## src/rtl/dkbs_pkg.sv

```systemverilog
// ----------------------------------------------------------------------------
// dkbs_pkg
// Shared types and constants for the distinct-key batch stagger block.
// ----------------------------------------------------------------------------
package dkbs_pkg;

   localparam int KEY_W         = 31;
   localparam int DELAY_W       = 31;
   localparam int BSIZE_W       = 5;
   localparam int STEP_W        = 16;
   localparam int CSR_IDX_W     = 1;
   localparam int CSR_DATA_W    = 16;

   localparam int KEY_SLOTS_DEF   = 16;
   localparam int MAX_BATCHES_DEF = 4096;

   localparam logic [BSIZE_W-1:0] BATCH_SIZE_RST = 5'd4;
   localparam logic [STEP_W-1:0]  DELAY_MS_RST   = 16'd1000;

   localparam logic [CSR_IDX_W-1:0] CSR_BATCH_SIZE = 1'b0;
   localparam logic [CSR_IDX_W-1:0] CSR_DELAY_MS   = 1'b1;

   localparam logic [DELAY_W-1:0] DELAY_MAX = 31'h7FFF_FFFF;

   // decision made by the key set for one transaction
   typedef struct packed {
      logic close_batch;   // new key met a full batch: next batch opens
      logic opens;         // transaction is the first of its batch
   } batch_evt_type;

endpackage

```

## src/rtl/dkbs_key_set.sv

```systemverilog
// ----------------------------------------------------------------------------
// dkbs_key_set
// Distinct keys of the current batch: parallel membership check, fill count,
// and the close/open decision for each transaction.
// ----------------------------------------------------------------------------
module dkbs_key_set
   import dkbs_pkg::*;
#(
   parameter int KEY_SLOTS = KEY_SLOTS_DEF
) (
   input  logic               clock,
   input  logic               reset,
   input  logic               step,
   input  logic [KEY_W-1:0]   key,
   input  logic               first,
   input  logic [BSIZE_W-1:0] batch_size,
   output batch_evt_type      evt
);

   localparam int CNT_W = $clog2(KEY_SLOTS + 1);
   localparam int IDX_W = (KEY_SLOTS > 1) ? $clog2(KEY_SLOTS) : 1;
   localparam int SZ_W  = (CNT_W > BSIZE_W) ? CNT_W : BSIZE_W;

   // entries below the fill count are valid; store is payload only
   logic [KEY_W-1:0] key_store_ff [KEY_SLOTS];
   logic [CNT_W-1:0] key_count_ff;
   logic [CNT_W-1:0] key_count_in;

   logic [CNT_W-1:0] count_cur;
   logic [SZ_W-1:0]  eff_size;
   logic             hit;
   logic             full;
   logic [IDX_W-1:0] slot;

   assign count_cur = first ? '0 : key_count_ff;

   always_comb begin
      if (batch_size == '0) begin
         eff_size = SZ_W'(1);
      end else if (SZ_W'(batch_size) > SZ_W'(KEY_SLOTS)) begin
         eff_size = SZ_W'(KEY_SLOTS);
      end else begin
         eff_size = SZ_W'(batch_size);
      end
   end

   always_comb begin
      hit = 1'b0;
      for (int i = 0; i < KEY_SLOTS; i++) begin
         if ((CNT_W'(i) < count_cur) && (key_store_ff[i] == key)) begin
            hit = 1'b1;
         end
      end
   end

   assign full            = SZ_W'(count_cur) >= eff_size;
   assign evt.close_batch = !hit && full;
   assign evt.opens       = !hit && (full || (count_cur == '0));
   assign slot            = evt.close_batch ? '0 : count_cur[IDX_W-1:0];

   always_comb begin
      if (hit) begin
         key_count_in = count_cur;
      end else if (evt.close_batch) begin
         key_count_in = CNT_W'(1);
      end else begin
         key_count_in = count_cur + CNT_W'(1);
      end
   end

   always_ff @(posedge clock) begin
      if (reset) begin
         key_count_ff <= '0;
      end else if (step) begin
         key_count_ff <= key_count_in;
      end
   end

   always_ff @(posedge clock) begin
      if (step && !hit) begin
         key_store_ff[slot] <= key;
      end
   end

endmodule

```

## src/rtl/dkbs_stagger.sv

```systemverilog
// ----------------------------------------------------------------------------
// dkbs_stagger
// Batch counter and delay accumulator, both saturating.
// ----------------------------------------------------------------------------
module dkbs_stagger
   import dkbs_pkg::*;
#(
   parameter int MAX_BATCHES = MAX_BATCHES_DEF
) (
   input  logic                           clock,
   input  logic                           reset,
   input  logic                           step,
   input  logic                           first,
   input  batch_evt_type                  evt,
   input  logic [STEP_W-1:0]              delay_ms,
   output logic [$clog2(MAX_BATCHES)-1:0] batch_index,
   output logic [DELAY_W-1:0]             start_delay,
   output logic                           immediate
);

   localparam int BI_W = $clog2(MAX_BATCHES);
   localparam logic [BI_W-1:0] INDEX_TOP = BI_W'(MAX_BATCHES - 1);

   logic [BI_W-1:0]    batch_counter_ff;
   logic [BI_W-1:0]    batch_counter_in;
   logic [DELAY_W-1:0] delay_acc_ff;
   logic [DELAY_W-1:0] delay_acc_in;

   logic [BI_W-1:0]    counter_cur;
   logic [DELAY_W-1:0] acc_cur;
   logic [DELAY_W:0]   acc_sum;

   assign counter_cur = first ? '0 : batch_counter_ff;
   assign acc_cur     = first ? '0 : delay_acc_ff;
   assign acc_sum     = {1'b0, acc_cur} + (DELAY_W + 1)'(delay_ms);

   always_comb begin
      batch_counter_in = counter_cur;
      delay_acc_in     = acc_cur;
      if (evt.close_batch) begin
         if (counter_cur != INDEX_TOP) begin
            batch_counter_in = counter_cur + BI_W'(1);
         end
         delay_acc_in = acc_sum[DELAY_W] ? DELAY_MAX : acc_sum[DELAY_W-1:0];
      end
   end

   assign batch_index = batch_counter_in;
   assign start_delay = delay_acc_in;
   assign immediate   = (batch_counter_in == '0);

   always_ff @(posedge clock) begin
      if (reset) begin
         batch_counter_ff <= '0;
         delay_acc_ff     <= '0;
      end else if (step) begin
         batch_counter_ff <= batch_counter_in;
         delay_acc_ff     <= delay_acc_in;
      end
   end

endmodule

```

## src/rtl/distinct_key_batch_stagger_top.sv

```systemverilog
// ----------------------------------------------------------------------------
// distinct_key_batch_stagger_top
// Assigns each request to a batch of at most batch_size distinct keys and
// gives it a staggered start delay.
// ----------------------------------------------------------------------------
// One request transaction per cycle, sustained while rsp_tready does not hold the
// result register. The input register loads on the accepting edge and the result
// register on the edge at which the stage advances, which back-pressure on the
// result stream can delay; rsp_tvalid rises once the result register has loaded. The
// cycle budget is set by the key membership check: a parallel compare of the
// key against every filled slot of the key store, plus the saturating
// counter and 31-bit delay add, all between the two registers. The key set
// and counters update on the same edge that loads the result register, so
// consecutive requests see each other's effects without a bubble. A request
// whose tuser flag (first_of_call) is set starts a new call: key set, batch
// counter and delay are cleared before it is handled. CSR writes are meant
// to happen while the block holds no request.
// ----------------------------------------------------------------------------
module distinct_key_batch_stagger_top
   import dkbs_pkg::*;
#(
   parameter int KEY_SLOTS   = KEY_SLOTS_DEF,
   parameter int MAX_BATCHES = MAX_BATCHES_DEF
) (
   input  logic                  clock,
   input  logic                  reset,
   // request stream
   input  logic                  req_tvalid,
   output logic                  req_tready,
   input  logic [31:0]           req_tdata,   // [30:0] owner_key, [31] zero pad
   input  logic                  req_tuser,   // [0] first_of_call
   // result stream
   output logic                  rsp_tvalid,
   input  logic                  rsp_tready,
   // batch_index (low bits), then start_delay (31 bits), zero padded to bytes
   output logic [((($clog2(MAX_BATCHES) + DELAY_W) + 7) / 8) * 8 - 1:0] rsp_tdata,
   output logic [1:0]            rsp_tuser,   // [0] immediate, [1] opens_batch
   // CSR write port
   input  logic                  csr_we,
   input  logic [CSR_IDX_W-1:0]  csr_idx,
   input  logic [CSR_DATA_W-1:0] csr_wdata
);

   localparam int BI_W  = $clog2(MAX_BATCHES);
   localparam int RSP_W = (((BI_W + DELAY_W) + 7) / 8) * 8;
   localparam int PAD_W = RSP_W - BI_W - DELAY_W;

   // ---------------------------------------------------------------- CSRs
   logic [BSIZE_W-1:0] batch_size_ff;
   logic [STEP_W-1:0]  delay_ms_ff;

   always_ff @(posedge clock) begin
      if (reset) begin
         batch_size_ff <= BATCH_SIZE_RST;
         delay_ms_ff   <= DELAY_MS_RST;
      end else if (csr_we) begin
         unique case (csr_idx)
            CSR_BATCH_SIZE: batch_size_ff <= csr_wdata[BSIZE_W-1:0];
            CSR_DELAY_MS:   delay_ms_ff   <= csr_wdata[STEP_W-1:0];
            default: ;
         endcase
      end
   end

   // ---------------------------------------------------------------- input register
   logic             s1_valid_ff;
   logic             s1_valid_in;
   logic [KEY_W-1:0] s1_key_ff;
   logic             s1_first_ff;
   logic             req_accept;
   logic             advance;

   // the stage moves when the result register is free or being drained
   assign advance    = s1_valid_ff && (!rsp_tvalid || rsp_tready);
   assign req_tready = !s1_valid_ff || advance;
   assign req_accept = req_tvalid && req_tready;

   assign s1_valid_in = req_accept ? 1'b1 : (advance ? 1'b0 : s1_valid_ff);

   always_ff @(posedge clock) begin
      if (reset) begin
         s1_valid_ff <= 1'b0;
      end else begin
         s1_valid_ff <= s1_valid_in;
      end
   end

   always_ff @(posedge clock) begin
      if (req_accept) begin
         s1_key_ff   <= req_tdata[KEY_W-1:0];
         s1_first_ff <= req_tuser;
      end
   end

   // ---------------------------------------------------------------- batch logic
   batch_evt_type      evt;
   logic [BI_W-1:0]    batch_index;
   logic [DELAY_W-1:0] start_delay;
   logic               immediate;

   dkbs_key_set #(
      .KEY_SLOTS (KEY_SLOTS)
   ) u_key_set (
      .clock      (clock),
      .reset      (reset),
      .step       (advance),
      .key        (s1_key_ff),
      .first      (s1_first_ff),
      .batch_size (batch_size_ff),
      .evt        (evt)
   );

   dkbs_stagger #(
      .MAX_BATCHES (MAX_BATCHES)
   ) u_stagger (
      .clock       (clock),
      .reset       (reset),
      .step        (advance),
      .first       (s1_first_ff),
      .evt         (evt),
      .delay_ms    (delay_ms_ff),
      .batch_index (batch_index),
      .start_delay (start_delay),
      .immediate   (immediate)
   );

   // ---------------------------------------------------------------- result register
   logic               rsp_valid_ff;
   logic               rsp_valid_in;
   logic [BI_W-1:0]    rsp_index_ff;
   logic [DELAY_W-1:0] rsp_delay_ff;
   logic               rsp_imm_ff;
   logic               rsp_opens_ff;

   assign rsp_valid_in = advance ? 1'b1 : (rsp_tready ? 1'b0 : rsp_valid_ff);

   always_ff @(posedge clock) begin
      if (reset) begin
         rsp_valid_ff <= 1'b0;
      end else begin
         rsp_valid_ff <= rsp_valid_in;
      end
   end

   always_ff @(posedge clock) begin
      if (advance) begin
         rsp_index_ff <= batch_index;
         rsp_delay_ff <= start_delay;
         rsp_imm_ff   <= immediate;
         rsp_opens_ff <= evt.opens;
      end
   end

   assign rsp_tvalid = rsp_valid_ff;
   assign rsp_tdata  = {{PAD_W{1'b0}}, rsp_delay_ff, rsp_index_ff};
   assign rsp_tuser  = {rsp_opens_ff, rsp_imm_ff};

   // ---------------------------------------------------------------- checks
`ifndef SYNTHESIS
   // a new call always starts batch 0 with no delay and opens it
   a_first_opens: assert property (@(posedge clock) disable iff (reset)
      (advance && s1_first_ff) |=>
         (rsp_opens_ff && rsp_imm_ff && rsp_index_ff == '0 && rsp_delay_ff == '0))
      else $error("first transaction of a call did not open batch 0");

   // within a call the batch index never goes back
   a_index_mono: assert property (@(posedge clock) disable iff (reset)
      (advance && !s1_first_ff && rsp_valid_ff) |=>
         (rsp_index_ff >= $past(rsp_index_ff)))
      else $error("batch index decreased within a call");

   // within a call the start delay never goes back
   a_delay_mono: assert property (@(posedge clock) disable iff (reset)
      (advance && !s1_first_ff && rsp_valid_ff) |=>
         (rsp_delay_ff >= $past(rsp_delay_ff)))
      else $error("start delay decreased within a call");
`endif

endmodule
```

## config.mk

```make
export PLATFORM = sky130hd
export DESIGN_NAME = distinct_key_batch_stagger_top
export DESIGN_NICKNAME = d
export VERILOG_FILES = /design/src/rtl/dkbs_pkg.sv /design/src/rtl/dkbs_key_set.sv /design/src/rtl/dkbs_stagger.sv /design/src/rtl/distinct_key_batch_stagger_top.sv
export SDC_FILE = /design/constraint.sdc
export NUM_CORES = 1
export LEC_CHECK = 0
export BUFFER_PORTS_ARGS = -buffer_cell sky130_fd_sc_hd__buf_2
export CAP_MARGIN = 20
export CORE_MARGIN = 2
export CORE_UTILIZATION = 60
export CTS_BUF_LIST = sky130_fd_sc_hd__clkbuf_16
export CTS_CLUSTER_DIAMETER = 200
export DETAILED_ROUTE_END_ITERATION = 6
export PLACE_DENSITY_LB_ADDON = 0.08
export SLEW_MARGIN = 10
export SYNTH_ARGS = -nofsm -noshare
export SYNTH_HDL_FRONTEND = slang
export SYNTH_SLANG_ARGS = --single-unit
```

## constraint.sdc

```tcl
create_clock -name clock -period 8.7 [get_ports clock]
set_clock_uncertainty 0.15 [all_clocks]
set_input_delay 0 -clock clock [delete_from_list [all_inputs] [get_ports clock]]
set_output_delay 0 -clock clock [all_outputs]
set_load 0.01 [all_outputs]
```

==> results.py, run 1 <==
metrics = {
    "pwr": {
        "comb_power_share_pct": 6.4,
        "swShare_pct": 22.0,
        "switchingPower_uw": 1480,
        "seqPwrFrac_pct": 51.3,
        "leakage_uw": 0.0115,
        "p_int_uw": 5250,
        "clock_power_share_pct": 42.3,
        "powerDensity_nw_per_um2": 203,
        "peakVddDrop_uv": 182,
    },
    "floorplanning": {
        "die_h_um": 223,
        "die_x_um": 223,
        "die_area_sq_um": 49800,
        "ioPinCount": 107,
        "initial_core_util_pct": 60.6,
        "num_rows": 80,
        "core_region_area_sq_um": 47500,
    },
    "sta": {
        "holdWs_ns": 0.0139,
        "finalCritPeriodShare_pct": 63.7,
        "maxSlewHeadroom_pct": 29.4,
        "rsz0062_at_grt": "false",
        "setup_viol": 0,
        "timing.setup.tns_ns": 0,
        "slew_violations": 0,
        "tightest_slew_ns": 1.06,
        "hold_violations": 0,
        "period_minus_slack_ns": 5.54,
        "fmax_ghz": 0.181,
    },
    "clocking": {
        "cts_htree_levels": 3,
        "cts-root-buf": "clkbuf_16",
        "postCtsSetupRepairBufs": 0,
        "clk_pin_slew_ns": 0.06,
        "cts_tree": "yes",
        "cts_inserted_buffers": 68,
        "clock_latency_ns": 0.61,
        "cts.sinks": 644,
        "cts_buffer_depth": 3,
    },
    "drt": {
        "drt_wl_total_um": 66600,
        "via_count": 17526,
        "drc": 0,
        "viasPerCell": 5.91,
        "ant_nets": 0,
        "drt_iter0_drc": 1643,
        "drt-pass1-iter-count": 6,
        "post_drt_wl_per_cell_um": 22.5,
    },
    "cells_and_area": {
        "final_cell_mix": "573 x edfxtp_1, 354 x xor2_1, 167 x xnor2_1",
        "n_antenna_cell": 0,
        "area_delta_synth_final_pct": 14.9,
        "final_util_pct": 69.7,
        "drive_gt1_share_pct": 12.7,
        "nFillCells": 3271,
        "final_common_cell": "edfxtp_1",
        "final_nets": 2378,
    },
    "critical_path": {
        "critPathKind": "reg -> reg",
        "crit_arrival_ns": 5.69,
        "crit_path_end": "u_key_set.key_store_ff[7][15]$_DFFE_PP_",
        "cp_max_fo": 32,
        "reg2reg_from": "s1_key_ff[9]$_DFFE_PP_",
        "regToRegEndpoint": "u_key_set.key_store_ff[7][15]$_DFFE_PP_",
        "ff2ff_setup_slack_ns": 3.16,
        "worstPathRequired_ns": 8.85,
        "start_kind": "register",
        "reg2reg_depth": 12,
        "crit_start": "s1_key_ff[9]$_DFFE_PP_",
        "worstSetupEndpointType": "register",
    },
    "place": {
        "port_buffers": 100,
        "place_congestion": 0.880,
        "dp_hpwl_um": 38300,
    },
    "global_route": {
        "grt_use_total_pct": 27.0,
        "grt_max_degree": 80,
        "gr-total-overflow": 0,
        "grt_pass1_wl_um": 101000,
        "grt_antenna_before_repair": 0,
        "grt_pass1_vias": 17242,
    },
    "run": {
        "maxCapViolCount": 0,
    },
    "synthesis": {
        "synth_area_sq_um": 28800,
        "postSynth.asyncResetShare_pct": 0,
        "synth-main-ff-cell": "edfxtp_1",
        "synth-warning-count": 0,
        "ys_ff_latch": 644,
        "syn_avg_cell_area_sq_um": 13.9,
        "synthCells": 2069,
        "seq_area_frac_synth_pct": 64.6,
        "synth_edf_count": 573,
        "synthDistinctLibCells": 79,
    },
    "hold_path": {
        "hp-class": "in -> reg",
    },
    "status": {
        "status": "finished clean",
    },
}
## worst min-delay path by stage
stage / from / end / slack (ns) / cells after the start
6_report: csr_idx / delay_ms_ff[11]$_SDFFE_PP0P_ / 0.01 / 4
5_1_grt: csr_wdata[3] / batch_size_ff[3]$_SDFFE_PP0P_ / 0.07 / 4
4_1_cts: csr_idx / delay_ms_ff[11]$_SDFFE_PP0P_ / 0.004 / 4
3_5_place_dp: req_tdata[10] / s1_key_ff[10]$_DFFE_PP_ / 0.03 / 1
3_3_place_gp: req_tdata[8] / s1_key_ff[8]$_DFFE_PP_ / 0.03 / 1
2_1_floorplan: req_tuser / s1_first_ff$_DFFE_PP_ / -0.05 / 0
## state kept, by name (all words and copies together) (netlist names)
signal and cells:
rsp_imm_ff 1, s1_first_ff 1, rsp_index_ff 12, delay_ms_ff 16, rsp_opens_ff 1, u_stagger.delay_acc_ff 31
u_key_set.key_store_ff 496, batch_size_ff 5, rsp_tvalid 1, u_stagger.batch_counter_ff 12, s1_valid_ff 1, u_key_set.key_count_ff 5
rsp_delay_ff 31, s1_key_ff 31
## power groups by stage
| stage | Combinational [uW] | Sequential (uW) | Clock [uW] |
|---|---|---|---|
| 3_5_place_dp | 394 | 3520 | 0 |
| 3_3_place_gp | 385 | 3520 | 0 |
| 2_1_floorplan | 271 | 3510 | 0 |
| 6_report | 434 | 3450 | 2850 |
| 5_1_grt | 470 | 3450 | 3000 |
| 4_1_cts | 432 | 3450 | 2890 |
## metal layers
| layer | GRT usage (%) | vias to the layer above | part of all wire (%) |
|---|---|---|---|
| li1 | - | 8013 | - |
| met1 | 36.6 | 8785 | 43 |
| met2 | 45.3 | 601 | 49 |
| met3 | 3.95 | 127 | 5.1 |
| met4 | 8.75 | 0 | 2.6 |
| met5 | 0 | - | 0 |
## kinds of logic (layout without fill, tap and decap cells)
family / Yosys count / after routing / synth area share [%]
AND/OR/NAND/NOR: 529 / 529 / 10.0
other: 1 / 5 / 0.0130
buffers and inverters: 151 / 429 / 3.48
flip-flops: 644 / 644 / 64.6
XOR/XNOR: 521 / 521 / 15.8
multiplexers: 16 / 16 / 0.569
AO/OA/AOI/OAI: 182 / 182 / 4.32
adder cells (fa/ha/maj): 25 / 25 / 1.11
## critical path, cell delays in order, from the launching register on
cell	delay, ns
edfxtp_1	0.96
buf_4	0.37
xor2_1	0.10
nor4_1	0.34
nand4_1	0.18
nor4_2	0.62
a211oi_2	0.24
o221a_4	0.43
nand3_4	0.36
nand3_1	0.35
or3_1	0.53
inv_1	0.36
buf_16	0.23
## final cells by class
type,instances,area [sq um],area share [%]
inverter,30,118,0.355
multi-input combinational,1278,9270,28.0
clock buffer,72,1800,5.44
sequential,644,18600,56.2
tap,615,769,2.32
clock inverter,51,402,1.21
timing repair buffer,276,2130,6.44
## timing repair
| action | in CTS | in global routing |
|---|---|---|
| endpoints found under the hold margin | 84 | 0 |
| resized for setup | 0 | 0 |
| hold buffers | 111 | 0 |
## per-stage QoR
stage | worst slack (ns) | total power, uW | instances | cell area, sq um
2_1_floorplan | 2.11 | 3780 | 2073 | 28800
3_3_place_gp | 2.90 | 3900 | 2731 | 29800
3_5_place_dp | 2.81 | 3910 | 2731 | 29800
4_1_cts | 2.79 | 6780 | 2965 | 33100
5_1_grt | 2.84 | 6930 | 2966 | 33100
6_report | 3.16 | 6730 | 2966 | 33100
## synth_stat cells, types with 5 or more instances
cell | count | area (sq um)
buf_4 | 30 | 225
nand3_1 | 35 | 175
a31oi_1 | 32 | 200
ha_1 | 24 | 300
o21ai_0 | 18 | 90.1
mux2i_1 | 13 | 130
nor2_1 | 54 | 203
dfxtp_1 | 71 | 1420
nand3b_1 | 8 | 60.1
nor2b_1 | 32 | 200
or2_2 | 5 | 31.3
o31ai_1 | 8 | 60.1
a211oi_1 | 7 | 52.6
nand2_1 | 118 | 443
buf_6 | 41 | 462
xor2_1 | 354 | 3100
or3_1 | 6 | 37.5
and3_1 | 17 | 106
nor3_1 | 41 | 205
and2_1 | 8 | 50.1
nand2b_1 | 13 | 81.3
a21oi_1 | 55 | 275
inv_1 | 27 | 101
buf_2 | 9 | 45.0
a21o_1 | 12 | 90.1
nor4_1 | 105 | 657
xnor2_1 | 167 | 1460
nand4_1 | 64 | 400
clkbuf_1 | 37 | 139
edfxtp_1 | 573 | 17200
(Power assumes the default switching activity.)
==> run 2: changes to the inputs <==
==> constraint.sdc (replaced) <==
create_clock -name clock -period 5.6 [get_ports clock]
set_clock_uncertainty 0.15 [all_clocks]
set_input_delay 0 -clock clock [delete_from_list [all_inputs] [get_ports clock]]
set_output_delay 0 -clock clock [all_outputs]
set_load 0.01 [all_outputs]
==> run 2 against run 1 <==
Effect of this change: maximum frequency is 15% higher; worst hold slack better by 0.042 ns; design area is 1.2% higher; highest routed layer unchanged; via count is 0.33% higher; critical endpoint is now u_key_set.key_store_ff[9][14]$_DFFE_PP_.
==> results.py, run 2 (synthesized netlist as in run 1, its figures left out) <==
metrics = {
    "clocking": {
        "cts_tree": "yes",
        "cts_htree_levels": 3,
        "cts_resized": 0,
        "cts_inserted_buffers": 67,
        "cts.sinks": 644,
        "clk_pin_slew_ns": 0.06,
        "cts_buffer_depth": 3,
        "postCtsSetupRepairBufs": 0,
        "cts-root-buf": "clkbuf_16",
        "clock_latency_ns": 0.62,
    },
    "critical_path": {
        "critPathKind": "reg -> reg",
        "worstPathRequired_ns": 5.75,
        "worstSetupEndpointType": "register",
        "slowest_delay_ns": 0.85,
        "start_kind": "register",
        "cp_max_fo": 31,
        "cp_slowest_cell": "edfxtp_1",
        "crit_arrival_ns": 4.98,
        "crit_chain": "buf_4 -> xor2_1 -> nor4_1 -> nand3_1 -> nor3_1 -> nor4_4 -> o221a_4 -> nand3_4 -> nand2_1 -> nor3_1 -> nor3b_2 -> buf_12",
        "crit_top_cell": "nor3_1",
    },
    "global_route": {
        "grt_pass1_wl_um": 103000,
        "grt_pass1_vias": 17470,
        "gr-total-overflow": 0,
        "grt_max_degree": 80,
        "grt_antenna_before_repair": 0,
        "grt_use_total_pct": 27.5,
    },
    "cells_and_area": {
        "final_common_cell": "edfxtp_1",
        "layoutNonFillerInstCount": 2992,
        "largest_reg_flops": 496,
        "final_cell_mix": "573 x edfxtp_1, 354 x xor2_1, 167 x xnor2_1",
        "final_util_pct": 70.5,
        "regMostFlops": "u_key_set.key_store_ff",
        "area_delta_synth_final_pct": 16.3,
        "drive_gt1_share_pct": 13.1,
        "final_nets": 2406,
        "n_antenna_cell": 0,
    },
    "place": {
        "place_congestion": 0.872,
        "port_buffers": 100,
        "dp_hpwl_um": 39700,
        "placed_cells": 2754,
    },
    "pwr": {
        "swShare_pct": 22.5,
        "p_int_uw": 7940,
        "switchingPower_uw": 2310,
        "seqPwrFrac_pct": 52.2,
        "powerDensity_nw_per_um2": 306,
        "peakVddDrop_uv": 244,
        "leakage_uw": 0.0117,
        "comb_power_share_pct": 7.0,
        "clock_power_share_pct": 40.7,
    },
    "drt": {
        "viasPerCell": 5.88,
        "drt-pass1-iter-count": 6,
        "via_count": 17583,
        "ant_nets": 0,
        "drt_wl_total_um": 67500,
        "drc": 0,
        "drt_iter0_drc": 1713,
        "post_drt_wl_per_cell_um": 22.5,
    },
    "floorplanning": {
        "die_x_um": 223,
        "ioPinCount": 107,
        "num_rows": 80,
        "die_area_sq_um": 49800,
        "initial_core_util_pct": 60.6,
        "die_h_um": 223,
        "core_region_area_sq_um": 47500,
    },
    "status": {
        "status": "finished clean",
    },
    "sta": {
        "hold_violations": 0,
        "finalCritPeriodShare_pct": 86.3,
        "setup_viol": 0,
        "holdWs_ns": 0.0558,
        "fmax_ghz": 0.207,
        "rsz0062_at_grt": "false",
        "tightest_slew_ns": 0.865,
        "period_minus_slack_ns": 4.84,
        "slew_violations": 0,
        "maxSlewHeadroom_pct": 42.4,
    },
    "hold_path": {
        "hp-class": "in -> reg",
    },
    "run": {
        "maxCapViolCount": 0,
    },
}
==> run 2: cell types whose count changed in the layout (fill, tap and decap cells not counted), moves of 3 or more <==
cell and change:
nor4_2 -3, buf_12 +26, inv_1 -3, buf_4 -3, clkinv_1 +8, nor4_4 +3, bufinv_16 -4, dlygate4sd3_1 +7
==> run 2: final timing paths <==
check / startpoint / to / slack, ns / cells past startpoint
min: csr_idx / delay_ms_ff[9]$_SDFFE_PP1P_ / 0.06 / 4
max reg2reg: s1_key_ff[25]$_DFFE_PP_ / u_key_set.key_store_ff[9][14]$_DFFE_PP_ / 0.76 / 12
min reg2reg: u_stagger.delay_acc_ff[11]$_SDFFE_PP0P_ / u_stagger.delay_acc_ff[11]$_SDFFE_PP0P_ / 0.30 / 2
max: s1_key_ff[25]$_DFFE_PP_ / u_key_set.key_store_ff[9][14]$_DFFE_PP_ / 0.76 / 12
==> run 2: area by class of cell <==
type / instances / area (sq um)
clock buffers: 70 / 1750
clock inverters: 50 / 292
fillers: 3196 / 14000
inverters: 30 / 118
multi-input cells: 1278 / 9300
flip-flops and latches: 644 / 18600
well taps: 615 / 769
repair buffers: 305 / 2670
==> run 2: metal layers <==
layer | part of all wire, % | track usage, %
met3 | 5.2 | 3.79
met4 | 3.4 | 9.96
met1 | 43 | 37.4
met2 | 49 | 45.8
met5 | 0 | 0
==> run 2: per-stage QoR <==
stage	power (uW)	area, sq um	setup WS, ns	setup TNS (ns)
after global routing	10500	33500	0.461	0
after CTS	10300	33500	0.846	0
final	10200	33500	0.765	0
after detailed placement	6110	30300	0.925	0
after floorplan	5880	28900	-0.398	-40.79
after global placement	6090	30300	0.985	0
==> run 2: timing repair <==
item                                    in CTS  in global routing
endpoints found under the hold margin       85                  0
hold buffers                               118                  0
endpoints found under the setup margin       0                  0
==> run 2: worst max-delay path: cells and delay by family, from the launching register on <==
family	cells	cell delay (ns)
buffers and inverters	2	0.70
AOI/OAI and AO/OA	1	0.24
DFF	1	0.85
and+or+nand+nor	8	2.41
xor gates and xnor gates	1	0.12
==> run 2: power groups by stage <==
stage,clock (uW),combinational (uW),sequential [uW]
2_1_floorplan,0,422,5460
3_3_place_gp,0,639,5450
3_5_place_dp,0,656,5450
4_1_cts,4250,718,5350
5_1_grt,4400,779,5360
6_report,4170,722,5350
